--- src/rtl/sndm_pkg.sv ---
package sndm_pkg;

	localparam int unsigned DISP_W               = 16;
	localparam int unsigned DEPTH_W              = 16;
	localparam int unsigned FB_W                 = 24;
	localparam int unsigned MIN_DIST_W           = 16;
	localparam int unsigned COUNT_W              = 21;
	localparam int unsigned PIXEL_COUNT_BITS_DEF = 20;
	localparam int unsigned CFG_DATA_W           = 32;
	localparam int unsigned CFG_ADDR_W           = 3;
	localparam int unsigned QUEUE_DEPTH          = 4;

	localparam logic [MIN_DIST_W-1:0] MIN_DIST_RST = 16'd512;
	localparam logic [FB_W-1:0]       FB_RST       = 24'd21504;
	localparam logic [DEPTH_W-1:0]    DEPTH_MAX    = {DEPTH_W{1'b1}};

	typedef enum logic {
		REG_MIN_DIST   = 1'b0,
		REG_FOCAL_BASE = 1'b1
	} cfg_reg_t;

	// One classified pixel as it travels from the depth pipeline to the accumulator.
	typedef struct packed {
		logic               near;
		logic               last;
		logic [DEPTH_W-1:0] depth;
	} pix_class_t;

endpackage

--- src/rtl/sndm_front.sv ---
module sndm_front (
	input  logic                                clk,
	input  logic                                arst_n,
	input  logic                                pixel_valid,
	output logic                                pixel_stall,
	input  logic signed [sndm_pkg::DISP_W-1:0]  disparity,
	input  logic                                last_pixel,
	input  logic [sndm_pkg::FB_W-1:0]           focal_baseline,
	input  logic [sndm_pkg::MIN_DIST_W-1:0]     near_limit,
	output logic                                push,
	output sndm_pkg::pix_class_t                push_data,
	input  logic                                full
);
	import sndm_pkg::*;

	localparam int unsigned STAGES = DEPTH_W;
	localparam int unsigned NUM_W  = FB_W + 4;
	localparam int unsigned DIV_W  = DISP_W - 1;
	localparam int unsigned REM_W  = DIV_W + 1;

	typedef struct packed {
		logic               valid;
		logic               last;
		logic               no_depth;
		logic               sat;
		logic [REM_W-1:0]   rem;
		logic [DEPTH_W-1:0] num_lo;
		logic [DIV_W-1:0]   divisor;
		logic [DEPTH_W-1:0] quot;
	} div_stage_t;

	div_stage_t div_s     [STAGES+1];
	div_stage_t stage_nxt [1:STAGES];
	div_stage_t pix_in;

	logic [NUM_W-1:0]   num;
	logic               adv;
	logic               wanted;
	logic [DEPTH_W-1:0] depth;
	logic               near;

	// Stage 0 registers the pixel and settles saturation up front, so the
	// remaining quotient always fits in DEPTH_W bits.
	always_comb begin
		num             = {focal_baseline, 4'b0000};
		pix_in.valid    = pixel_valid;
		pix_in.last     = last_pixel;
		pix_in.no_depth = disparity[DISP_W-1] || (disparity == '0);
		pix_in.divisor  = disparity[DIV_W-1:0];
		pix_in.sat      = {{(DIV_W+DEPTH_W-NUM_W){1'b0}}, num} >=
		                  {disparity[DIV_W-1:0], {DEPTH_W{1'b0}}};
		pix_in.rem      = REM_W'(num[NUM_W-1:DEPTH_W]);
		pix_in.num_lo   = num[DEPTH_W-1:0];
		pix_in.quot     = '0;
	end

	for (genvar k = 0; k < STAGES; k++) begin : g_div
		logic [REM_W-1:0] trial;
		logic             ge;

		always_comb begin
			trial = {div_s[k].rem[REM_W-2:0], div_s[k].num_lo[DEPTH_W-1]};
			ge    = trial >= {1'b0, div_s[k].divisor};
			stage_nxt[k+1]        = div_s[k];
			stage_nxt[k+1].rem    = ge ? (trial - {1'b0, div_s[k].divisor}) : trial;
			stage_nxt[k+1].num_lo = {div_s[k].num_lo[DEPTH_W-2:0], 1'b0};
			stage_nxt[k+1].quot   = {div_s[k].quot[DEPTH_W-2:0], ge};
		end
	end

	always_comb begin
		if (div_s[STAGES].no_depth) begin
			depth = '0;
		end else if (div_s[STAGES].sat) begin
			depth = DEPTH_MAX;
		end else begin
			depth = div_s[STAGES].quot;
		end
		near   = (depth != '0) && (depth < near_limit);
		// Far pixels that do not end a frame leave nothing for the back end to do.
		wanted = div_s[STAGES].valid && (near || div_s[STAGES].last);
		adv    = !(wanted && full);
		push   = wanted && !full;
		push_data.near  = near;
		push_data.last  = div_s[STAGES].last;
		push_data.depth = depth;
	end

	assign pixel_stall = !adv;

	always_ff @(posedge clk or negedge arst_n) begin
		if (!arst_n) begin
			for (int k = 0; k <= STAGES; k++) begin
				div_s[k] <= '0;
			end
		end else if (adv) begin
			div_s[0] <= pix_in;
			for (int k = 1; k <= STAGES; k++) begin
				div_s[k] <= stage_nxt[k];
			end
		end
	end

endmodule

--- src/rtl/sndm_fifo.sv ---
module sndm_fifo #(
	parameter int unsigned WIDTH = 8,
	parameter int unsigned DEPTH = 4
) (
	input  logic             clk,
	input  logic             arst_n,
	input  logic             push,
	input  logic [WIDTH-1:0] push_data,
	output logic             full,
	input  logic             pop,
	output logic [WIDTH-1:0] pop_data,
	output logic             empty
);
	localparam int unsigned PTR_W = (DEPTH > 1) ? $clog2(DEPTH) : 1;
	localparam int unsigned CNT_W = $clog2(DEPTH + 1);

	logic [WIDTH-1:0] mem_q [DEPTH];
	logic [PTR_W-1:0] wr_ptr_q;
	logic [PTR_W-1:0] rd_ptr_q;
	logic [CNT_W-1:0] fill_q;
	logic             do_push;
	logic             do_pop;

	assign full     = (fill_q == CNT_W'(DEPTH));
	assign empty    = (fill_q == '0);
	assign do_push  = push && !full;
	assign do_pop   = pop && !empty;
	assign pop_data = mem_q[rd_ptr_q];

	always_ff @(posedge clk) begin
		if (do_push) begin
			mem_q[wr_ptr_q] <= push_data;
		end
	end

	always_ff @(posedge clk or negedge arst_n) begin
		if (!arst_n) begin
			wr_ptr_q <= '0;
			rd_ptr_q <= '0;
			fill_q   <= '0;
		end else begin
			if (do_push) begin
				wr_ptr_q <= (wr_ptr_q == PTR_W'(DEPTH - 1)) ? '0 : wr_ptr_q + 1'b1;
			end
			if (do_pop) begin
				rd_ptr_q <= (rd_ptr_q == PTR_W'(DEPTH - 1)) ? '0 : rd_ptr_q + 1'b1;
			end
			if (do_push && !do_pop) begin
				fill_q <= fill_q + 1'b1;
			end else if (do_pop && !do_push) begin
				fill_q <= fill_q - 1'b1;
			end
		end
	end

endmodule

--- src/rtl/sndm_back.sv ---
module sndm_back #(
	parameter int unsigned PIXEL_COUNT_BITS = sndm_pkg::PIXEL_COUNT_BITS_DEF
) (
	input  logic                            clk,
	input  logic                            arst_n,
	output logic                            pop,
	input  sndm_pkg::pix_class_t            pop_data,
	input  logic                            empty,
	output logic                            result_valid,
	input  logic                            result_stall,
	output logic [sndm_pkg::DEPTH_W-1:0]    mean_depth,
	output logic [sndm_pkg::COUNT_W-1:0]    near_count,
	output logic                            mean_valid
);
	import sndm_pkg::*;

	localparam int unsigned CNT_W  = PIXEL_COUNT_BITS + 1;
	localparam int unsigned SUM_W  = PIXEL_COUNT_BITS + DEPTH_W;
	localparam int unsigned REM_W  = CNT_W + 1;
	localparam int unsigned STEP_W = $clog2(DEPTH_W);

	typedef enum logic [1:0] {
		S_IDLE,
		S_RUN,
		S_DONE
	} state_t;

	state_t             state_q;
	pix_class_t         head;
	logic               inc;
	logic [CNT_W-1:0]   cnt_q;
	logic [SUM_W-1:0]   sum_q;
	logic [CNT_W-1:0]   cnt_tot;
	logic [SUM_W-1:0]   sum_tot;

	logic [CNT_W-1:0]   dvs_q;
	logic [REM_W-1:0]   rem_q;
	logic [DEPTH_W-1:0] dvd_lo_q;
	logic [DEPTH_W-1:0] quot_q;
	logic [STEP_W-1:0]  step_q;
	logic [REM_W-1:0]   trial;
	logic               ge;
	logic               res_load;

	logic               result_valid_q;
	logic [DEPTH_W-1:0] mean_q;
	logic [COUNT_W-1:0] count_q;
	logic               flag_q;

	// Once the count reaches the cap its top bit is set and further near
	// pixels are ignored until the frame ends.
	always_comb begin
		head     = pop_data;
		inc      = head.near && !cnt_q[CNT_W-1];
		cnt_tot  = inc ? cnt_q + 1'b1 : cnt_q;
		sum_tot  = inc ? sum_q + SUM_W'(head.depth) : sum_q;
		pop      = !empty && (!head.last || (state_q == S_IDLE));
		trial    = {rem_q[REM_W-2:0], dvd_lo_q[DEPTH_W-1]};
		ge       = trial >= {1'b0, dvs_q};
		res_load = (state_q == S_DONE) && (!result_valid_q || !result_stall);
	end

	always_ff @(posedge clk or negedge arst_n) begin
		if (!arst_n) begin
			cnt_q <= '0;
			sum_q <= '0;
		end else if (pop) begin
			if (head.last) begin
				cnt_q <= '0;
				sum_q <= '0;
			end else begin
				cnt_q <= cnt_tot;
				sum_q <= sum_tot;
			end
		end
	end

	// Every depth is below 2^DEPTH_W, so the mean fits in DEPTH_W quotient bits
	// and the partial remainder starts out below the divisor.
	always_ff @(posedge clk or negedge arst_n) begin
		if (!arst_n) begin
			state_q        <= S_IDLE;
			dvs_q          <= '0;
			rem_q          <= '0;
			dvd_lo_q       <= '0;
			quot_q         <= '0;
			step_q         <= '0;
			result_valid_q <= 1'b0;
			mean_q         <= '0;
			count_q        <= '0;
			flag_q         <= 1'b0;
		end else begin
			if (res_load) begin
				result_valid_q <= 1'b1;
			end else if (result_valid_q && !result_stall) begin
				result_valid_q <= 1'b0;
			end
			case (state_q)
				S_IDLE: begin
					if (pop && head.last) begin
						dvs_q    <= cnt_tot;
						rem_q    <= REM_W'(sum_tot[SUM_W-1:DEPTH_W]);
						dvd_lo_q <= sum_tot[DEPTH_W-1:0];
						quot_q   <= '0;
						step_q   <= '0;
						state_q  <= (cnt_tot == '0) ? S_DONE : S_RUN;
					end
				end
				S_RUN: begin
					rem_q    <= ge ? (trial - {1'b0, dvs_q}) : trial;
					quot_q   <= {quot_q[DEPTH_W-2:0], ge};
					dvd_lo_q <= {dvd_lo_q[DEPTH_W-2:0], 1'b0};
					step_q   <= step_q + 1'b1;
					if (step_q == STEP_W'(DEPTH_W - 1)) begin
						state_q <= S_DONE;
					end
				end
				S_DONE: begin
					if (res_load) begin
						mean_q  <= quot_q;
						count_q <= COUNT_W'(dvs_q);
						flag_q  <= (dvs_q != '0);
						state_q <= S_IDLE;
					end
				end
				default: begin
					state_q <= S_IDLE;
				end
			endcase
		end
	end

	assign result_valid = result_valid_q;
	assign mean_depth   = mean_q;
	assign near_count   = count_q;
	assign mean_valid   = flag_q;

endmodule

--- src/rtl/stereo_near_depth_mean.sv ---
// Throughput: one pixel per cycle while the queue has room. A frame end holds the mean
// divider until its result is taken; a later frame end waits in the queue meanwhile, and
// the input stalls once the queue is full. A result passes through the 17-stage depth
// divider, the queue and the bit-serial mean divider, which is skipped when no pixel was near.
// Reset clears the accumulators, the pipeline, the queue and the output register and
// loads the proximity limit with 512 and focal_baseline with 21504.
module stereo_near_depth_mean #(
	parameter int unsigned PIXEL_COUNT_BITS = sndm_pkg::PIXEL_COUNT_BITS_DEF
) (
	input  logic                                clk,
	input  logic                                arst_n,
	input  logic                                psel,
	input  logic                                penable,
	input  logic                                pwrite,
	input  logic [sndm_pkg::CFG_ADDR_W-1:0]     paddr,
	input  logic [sndm_pkg::CFG_DATA_W-1:0]     pwdata,
	output logic [sndm_pkg::CFG_DATA_W-1:0]     prdata,
	output logic                                pready,
	input  logic                                pixel_valid,
	output logic                                pixel_stall,
	input  logic signed [sndm_pkg::DISP_W-1:0]  disparity,
	input  logic                                last_pixel,
	output logic                                result_valid,
	input  logic                                result_stall,
	output logic [sndm_pkg::DEPTH_W-1:0]        mean_depth,
	output logic [sndm_pkg::COUNT_W-1:0]        near_count,
	output logic                                mean_valid
);
	import sndm_pkg::*;

	localparam int unsigned QW = $bits(pix_class_t);

	logic [MIN_DIST_W-1:0] min_dist_q;
	logic [FB_W-1:0]       focal_base_q;
	logic                  cfg_wr;
	cfg_reg_t              cfg_sel;

	logic                  q_push;
	pix_class_t            q_push_data;
	logic                  q_full;
	logic                  q_pop;
	logic [QW-1:0]         q_pop_data;
	logic                  q_empty;

	assign pready  = 1'b1;
	assign cfg_wr  = psel && penable && pwrite;
	assign cfg_sel = cfg_reg_t'(paddr[2]);

	always_ff @(posedge clk or negedge arst_n) begin
		if (!arst_n) begin
			min_dist_q   <= MIN_DIST_RST;
			focal_base_q <= FB_RST;
		end else if (cfg_wr) begin
			case (cfg_sel)
				REG_MIN_DIST:   min_dist_q   <= pwdata[MIN_DIST_W-1:0];
				REG_FOCAL_BASE: focal_base_q <= pwdata[FB_W-1:0];
				default: begin
				end
			endcase
		end
	end

	always_comb begin
		case (cfg_sel)
			REG_MIN_DIST:   prdata = CFG_DATA_W'(min_dist_q);
			REG_FOCAL_BASE: prdata = CFG_DATA_W'(focal_base_q);
			default:        prdata = '0;
		endcase
	end

	sndm_front u_front (
		.clk            (clk),
		.arst_n         (arst_n),
		.pixel_valid    (pixel_valid),
		.pixel_stall    (pixel_stall),
		.disparity      (disparity),
		.last_pixel     (last_pixel),
		.focal_baseline (focal_base_q),
		.near_limit     (min_dist_q),
		.push           (q_push),
		.push_data      (q_push_data),
		.full           (q_full)
	);

	sndm_fifo #(
		.WIDTH (QW),
		.DEPTH (QUEUE_DEPTH)
	) u_queue (
		.clk       (clk),
		.arst_n    (arst_n),
		.push      (q_push),
		.push_data (q_push_data),
		.full      (q_full),
		.pop       (q_pop),
		.pop_data  (q_pop_data),
		.empty     (q_empty)
	);

	sndm_back #(
		.PIXEL_COUNT_BITS (PIXEL_COUNT_BITS)
	) u_back (
		.clk          (clk),
		.arst_n       (arst_n),
		.pop          (q_pop),
		.pop_data     (q_pop_data),
		.empty        (q_empty),
		.result_valid (result_valid),
		.result_stall (result_stall),
		.mean_depth   (mean_depth),
		.near_count   (near_count),
		.mean_valid   (mean_valid)
	);

endmodule

--- config.mk ---
export PLATFORM = sky130hd
export DESIGN_NAME = stereo_near_depth_mean
export DESIGN_NICKNAME = d
export VERILOG_FILES = /design/src/rtl/sndm_pkg.sv /design/src/rtl/sndm_front.sv /design/src/rtl/sndm_fifo.sv /design/src/rtl/sndm_back.sv /design/src/rtl/stereo_near_depth_mean.sv
export SDC_FILE = /design/constraint.sdc
export NUM_CORES = 2
export LEC_CHECK = 0
export ABC_CLOCK_PERIOD_IN_PS = 3600
export BUFFER_PORTS_ARGS = -buffer_cell sky130_fd_sc_hd__buf_2
export CAP_MARGIN = 40
export CORE_MARGIN = 2
export CORE_UTILIZATION = 59
export CTS_BUF_LIST = sky130_fd_sc_hd__clkbuf_8
export CTS_CLUSTER_DIAMETER = 50
export DETAILED_ROUTE_END_ITERATION = 7
export GPL_TIMING_DRIVEN = 0
export MAX_ROUTING_LAYER = met4
export PLACE_DENSITY = 0.75
export SLEW_MARGIN = 40
export SYNTH_ARGS = -nofsm -noshare
export SYNTH_HDL_FRONTEND = slang
export SYNTH_SLANG_ARGS = --single-unit
--- constraint.sdc ---
create_clock -name clk -period 3.6 [get_ports clk]
set_input_delay 0.18 -clock clk [delete_from_list [all_inputs] [get_ports clk]]
set_output_delay 0.18 -clock clk [all_outputs]
set_load 0.01 [all_outputs]
==> impl_metrics.xml <==
<?xml version="1.0" encoding="UTF-8"?>
<metrics>
  <group name="run_status">
    <metric name="outcome" unit="">complete, but fails checks</metric>
    <metric name="violations_in_the_final_reports" unit="">negative setup slack</metric>
  </group>
  <group name="routing">
    <metric name="dr_wl_met3" unit="um">10200</metric>
    <metric name="top_signal_layer_used" unit="">met4</metric>
    <metric name="dr.first_iter.drc_count" unit="">4300</metric>
    <metric name="route.met2.wl" unit="um">75100</metric>
    <metric name="drt_first_pass_iters" unit="">8</metric>
    <metric name="route.final.wire_length" unit="um">160000</metric>
    <metric name="vias_per_cell" unit="">5.92</metric>
    <metric name="drc_errors" unit="">0</metric>
    <metric name="routed_wire_length_per_instance" unit="um">20.1</metric>
    <metric name="length_of_routed_wiring_on_met1" unit="um">69600</metric>
    <metric name="route.vias.total" unit="">47200</metric>
    <metric name="antenna_violating_nets_post_route" unit="">0</metric>
  </group>
  <group name="die">
    <metric name="die_area" unit="sq um">98200</metric>
    <metric name="core_area" unit="sq um">94900</metric>
    <metric name="dieHeight" unit="um">313</metric>
    <metric name="initial_utilization" unit="%">59.5</metric>
    <metric name="num_rows" unit="">113</metric>
    <metric name="die_width" unit="um">313</metric>
    <metric name="top_level_ports" unit="">132</metric>
  </group>
  <group name="synthesis">
    <metric name="synth_cell_type_count" unit="">101</metric>
    <metric name="postSynthRegisterBits" unit="">1054</metric>
    <metric name="ys_seq_area_share" unit="%">47.4</metric>
    <metric name="synth-edff-count" unit="">72</metric>
    <metric name="synth_top_cells_by_area" unit="">sky130_fd_sc_hd__dfrtp_1, sky130_fd_sc_hd__nand2_1, sky130_fd_sc_hd__ha_1, sky130_fd_sc_hd__o21ai_0, sky130_fd_sc_hd__edfxtp_1</metric>
    <metric name="yosysTopAreaCellShare" unit="%">43.3</metric>
    <metric name="mappedNetlistArea" unit="sq um">56500</metric>
    <metric name="async_reset_ff_share" unit="%">93.2</metric>
    <metric name="synth_area_leader_cell" unit="">sky130_fd_sc_hd__dfrtp_1</metric>
    <metric name="post_synth_inst_count" unit="">6161</metric>
    <metric name="synth.yosys.warnings" unit="">0</metric>
    <metric name="synth_area_per_cell" unit="sq um">9.17</metric>
    <metric name="ys_dominant_reg_cell" unit="">sky130_fd_sc_hd__dfrtp_1</metric>
  </group>
  <group name="pwr">
    <metric name="power.share.clock" unit="%">15.4</metric>
    <metric name="power.share.switching" unit="%">44.9</metric>
    <metric name="p_leak" unit="nW">30.5</metric>
    <metric name="pwr_density_cell" unit="nW/um^2">1180</metric>
    <metric name="p_sw" unit="mW">34.1</metric>
    <metric name="pwr-share-seq" unit="%">28.2</metric>
    <metric name="p_int" unit="mW">41.9</metric>
    <metric name="worst_ir_drop_vdd" unit="mV">0.865</metric>
    <metric name="power.share.combinational" unit="%">56.4</metric>
  </group>
  <group name="timing">
    <metric name="grt_setup_unrepaired" unit="">true</metric>
    <metric name="setup_slack" unit="ns">-0.0918</metric>
    <metric name="clock.fmax" unit="MHz">271</metric>
    <metric name="finalWorstPathRequiredPeriod" unit="ns">3.69</metric>
    <metric name="max_slew_vio_count" unit="">0</metric>
    <metric name="timing.final.setup_violations" unit="">1</metric>
    <metric name="final.setup_skew" unit="ns">0.0459</metric>
    <metric name="slew_headroom" unit="%">41.1</metric>
    <metric name="finalHoldViolCount" unit="">0</metric>
    <metric name="fin_crit_sh" unit="%">103</metric>
    <metric name="max_slew.worst_pin.slew" unit="ns">0.875</metric>
    <metric name="tns" unit="ns">-0.0918</metric>
  </group>
  <group name="placement">
    <metric name="io_buf_count" unit="">112</metric>
    <metric name="dp_hpwl" unit="um">116000</metric>
    <metric name="routabilityCongestion" unit="">0.952</metric>
    <metric name="pre_cts_setup_slack" unit="ns">-1.23</metric>
  </group>
  <group name="global_routing">
    <metric name="grt_util_all_layers" unit="%">33.4</metric>
    <metric name="number_of_global_route_vias_before_repair" unit="">46200</metric>
    <metric name="grt_antenna_before_repair" unit="">3</metric>
    <metric name="grt_start_max_net_pins" unit="">104</metric>
    <metric name="first_pass_grt_wire_length" unit="um">253000</metric>
    <metric name="grt_overflow_total" unit="">0</metric>
  </group>
  <group name="final_layout">
    <metric name="multi_input_comb_area" unit="sq um">27600</metric>
    <metric name="layout.area.seq" unit="sq um">26700</metric>
    <metric name="final_layout_size_suffix_gt1_share" unit="%">13.0</metric>
    <metric name="flow.area_growth_from_synthesis" unit="%">14.4</metric>
    <metric name="layout.filler_cells" unit="">7462</metric>
    <metric name="finish.net_count" unit="">6947</metric>
  </group>
  <group name="worst_setup_path">
    <metric name="critPathCaptureType" unit="">output port</metric>
    <metric name="worst-setup-path-type" unit="">reg2out</metric>
    <metric name="cp_data_arrival_time" unit="ns">3.51</metric>
    <metric name="critPathLaunchType" unit="">register</metric>
    <metric name="crit_path_max_incr_delay" unit="ns">0.46</metric>
    <metric name="r2r_setup_slack" unit="ns">0.05</metric>
    <metric name="critical_path_peak_fanout" unit="">6</metric>
    <metric name="timing.critical_path.required" unit="ns">3.42</metric>
    <metric name="worst_path_cell_chain" unit="">clkbuf_16 &gt; buf_12 &gt; nor2_4 &gt; nor2_4 &gt; ha_1 &gt; a211oi_2 &gt; o21ai_1 &gt; a21oi_1 &gt; o211ai_1 &gt; a21bo_4 &gt; inv_8 &gt; buf_12 &gt; clkbuf_16 &gt; buf_8</metric>
    <metric name="critical-path-slowest-cell" unit="">sky130_fd_sc_hd__dfrtp_2</metric>
  </group>
  <group name="job">
    <metric name="drv_cap" unit="">0</metric>
  </group>
  <group name="clock_network">
    <metric name="ctsRootBufferMaster" unit="">sky130_fd_sc_hd__clkbuf_8</metric>
    <metric name="clk_pin_slew" unit="ns">0.06</metric>
    <metric name="cts_tree" unit="">built</metric>
    <metric name="cts-root-to-sink-buffers" unit="">3</metric>
    <metric name="tritoncts.num_buffers" unit="">176</metric>
    <metric name="clock_sinks" unit="">1054</metric>
    <metric name="insertion_delay" unit="ns">0.90</metric>
    <metric name="cts_htree_levels" unit="">4</metric>
  </group>
  <group name="hold_path">
    <metric name="type_of_the_worst_min_delay_path" unit="">in2reg</metric>
  </group>
</metrics>
==> cell type report <==
cell class,instances,share of cell area (%)
Multi-Input combinational cell,4464,42.8
Tap cell,1265,2.45
Inverter,361,2.11
Timing Repair Buffer,219,2.79
Antenna cell,2,0.00775
Sequential cell,1054,41.4
Clock buffer,223,4.75
Clock inverter,104,1.32
Buffer,285,2.35
==> power groups by stage <==
stage	registers, mW	logic (mW)	clock network, mW
3_5_place_dp	21.4	40.7	0
3_3_place_gp	21.3	39.6	0
2_1_floorplan	20.1	31.1	0
6_report	21.4	42.8	11.7
4_1_cts	21.3	41.7	11.8
5_1_grt	21.9	47.3	12.3
==> metrics by stage <==
stage               utilization, %  instance area (sq um)  hold WS, ns  cells  power (mW)
detailed placement            62.2                  59000        0.100   7557        62.1
finish                        68.1                  64600       0.0700   7977        76.0
global placement              61.8                  58700        0.407   7545        60.9
CTS                           67.6                  64100      0.00753   7958        74.7
floorplan                        -                  56500       -0.116   6168        51.1
global route                  68.1                  64600       0.0517   7976        81.6
==> state kept, by name (all words and copies together), names as in the netlist <==
name,cells
min_dist_q,16
u_front.div_s,758
u_back.rem_q,21
u_back.near_count,21
u_queue.mem_q,72
focal_base_q,24
u_back.mean_valid,1
u_back.mean_depth,16
u_back.step_q,4
u_back.result_valid,1
u_back.cnt_q,21
u_back.quot_q,16
u_queue.fill_q,3
u_front.push_data,1
u_back.state_q,2
u_back.dvs_q,21
u_back.sum_q,36
u_queue.rd_ptr_q,2
u_back.dvd_lo_q,16
u_queue.wr_ptr_q,2
==> Yosys cell counts, types with 18 or more instances <==
cell,n
sky130_fd_sc_hd__a21oi_1,310
sky130_fd_sc_hd__a31oi_1,91
sky130_fd_sc_hd__nand2b_1,32
sky130_fd_sc_hd__nor2_1,403
sky130_fd_sc_hd__clkbuf_1,166
sky130_fd_sc_hd__nand3_1,89
sky130_fd_sc_hd__a211oi_1,35
sky130_fd_sc_hd__nor4_1,25
sky130_fd_sc_hd__buf_2,79
sky130_fd_sc_hd__a22o_1,27
sky130_fd_sc_hd__mux2_2,74
sky130_fd_sc_hd__o211ai_1,20
sky130_fd_sc_hd__dfrtp_1,978
sky130_fd_sc_hd__nand4_1,53
sky130_fd_sc_hd__ha_1,309
sky130_fd_sc_hd__buf_1,27
sky130_fd_sc_hd__and3_1,44
sky130_fd_sc_hd__o21a_1,66
sky130_fd_sc_hd__or3_1,33
sky130_fd_sc_hd__xnor2_1,129
sky130_fd_sc_hd__o31ai_1,39
sky130_fd_sc_hd__xor2_1,75
sky130_fd_sc_hd__and2_1,32
sky130_fd_sc_hd__o21ai_0,543
sky130_fd_sc_hd__a21o_1,76
sky130_fd_sc_hd__mux2i_1,129
sky130_fd_sc_hd__or2_2,26
sky130_fd_sc_hd__mux4_2,18
sky130_fd_sc_hd__nor2b_1,51
sky130_fd_sc_hd__fa_1,18
sky130_fd_sc_hd__nor3_1,81
sky130_fd_sc_hd__inv_1,360
sky130_fd_sc_hd__nand2_1,1371
sky130_fd_sc_hd__edfxtp_1,72
==> path summary, 6_finish.rpt <==
kind | start | to | cells after the start
worst max-delay path | u_front.div_s[63] | pixel_stall | 14
worst min-delay path | pwdata[22] | focal_base_q[22] | 3
worst max register to register | u_front.div_s[63] | u_front.div_s[192] | 14
worst min register to register | u_front.div_s[275] | u_front.div_s[275] | 2
max in group asynchronous | arst_n | focal_base_q[14] | 7
min in group asynchronous | arst_n | u_front.div_s[289] | 4
==> logic make-up after synthesis <==
logic type	synth area share [%]
AOI/OAI and AO/OA	15.4
buffers and inverters	4.64
and+or+nand+nor	17.5
adders and majority gates	7.48
xor gates and xnor gates	3.16
muxes	4.48
DFF	47.4
other	0.0133
==> routing by layer <==
layer	up-vias	GRT usage (%)
li1	22000	-
met1	23200	44.8
met2	1634	52.5
met3	360	4.66
met4	0	11.9
met5	-	-
==> critical path, delay by kind of cell (launching register included) <==
family | cells | cell delay, ns
compound gates | 5 | 0.95
fa+ha+maj | 1 | 0.22
buf+inv | 6 | 0.82
flops | 1 | 0.46
simple gates | 2 | 0.16
==> cell usage in the layout (no fill, tap or decap), types with 72 or more instances in the layout <==
| cell type | instances |
|---|---|
| sky130_fd_sc_hd__nand2_1 | 1371 |
| sky130_fd_sc_hd__dfrtp_1 | 977 |
| sky130_fd_sc_hd__o21ai_0 | 540 |
| sky130_fd_sc_hd__inv_1 | 401 |
| sky130_fd_sc_hd__nor2_1 | 376 |
| sky130_fd_sc_hd__a21oi_1 | 308 |
| sky130_fd_sc_hd__ha_1 | 297 |
| sky130_fd_sc_hd__clkbuf_8 | 223 |
| sky130_fd_sc_hd__buf_2 | 179 |
| sky130_fd_sc_hd__mux2i_1 | 129 |
| sky130_fd_sc_hd__xnor2_1 | 127 |
| sky130_fd_sc_hd__clkbuf_1 | 89 |
| sky130_fd_sc_hd__a31oi_1 | 88 |
| sky130_fd_sc_hd__nand3_1 | 88 |
| sky130_fd_sc_hd__nor3_1 | 77 |
| sky130_fd_sc_hd__a21o_1 | 76 |
| sky130_fd_sc_hd__mux2_2 | 74 |
| sky130_fd_sc_hd__clkbuf_2 | 73 |
| sky130_fd_sc_hd__xor2_1 | 73 |
| sky130_fd_sc_hd__edfxtp_1 | 72 |
==> repair_timing <==
| item | in CTS | in global routing |
|---|---|---|
| setup endpoints to repair | 874 | 481 |
| gates cloned | 0 | 1 |
| setup buffers | 22 | 17 |
| hold endpoints to repair | 362 | 0 |
| resized for setup | 119 | 178 |
| hold buffers | 55 | 0 |
| pin swaps | 13 | 20 |
Note: power is estimated with default switching activity, not from simulation.
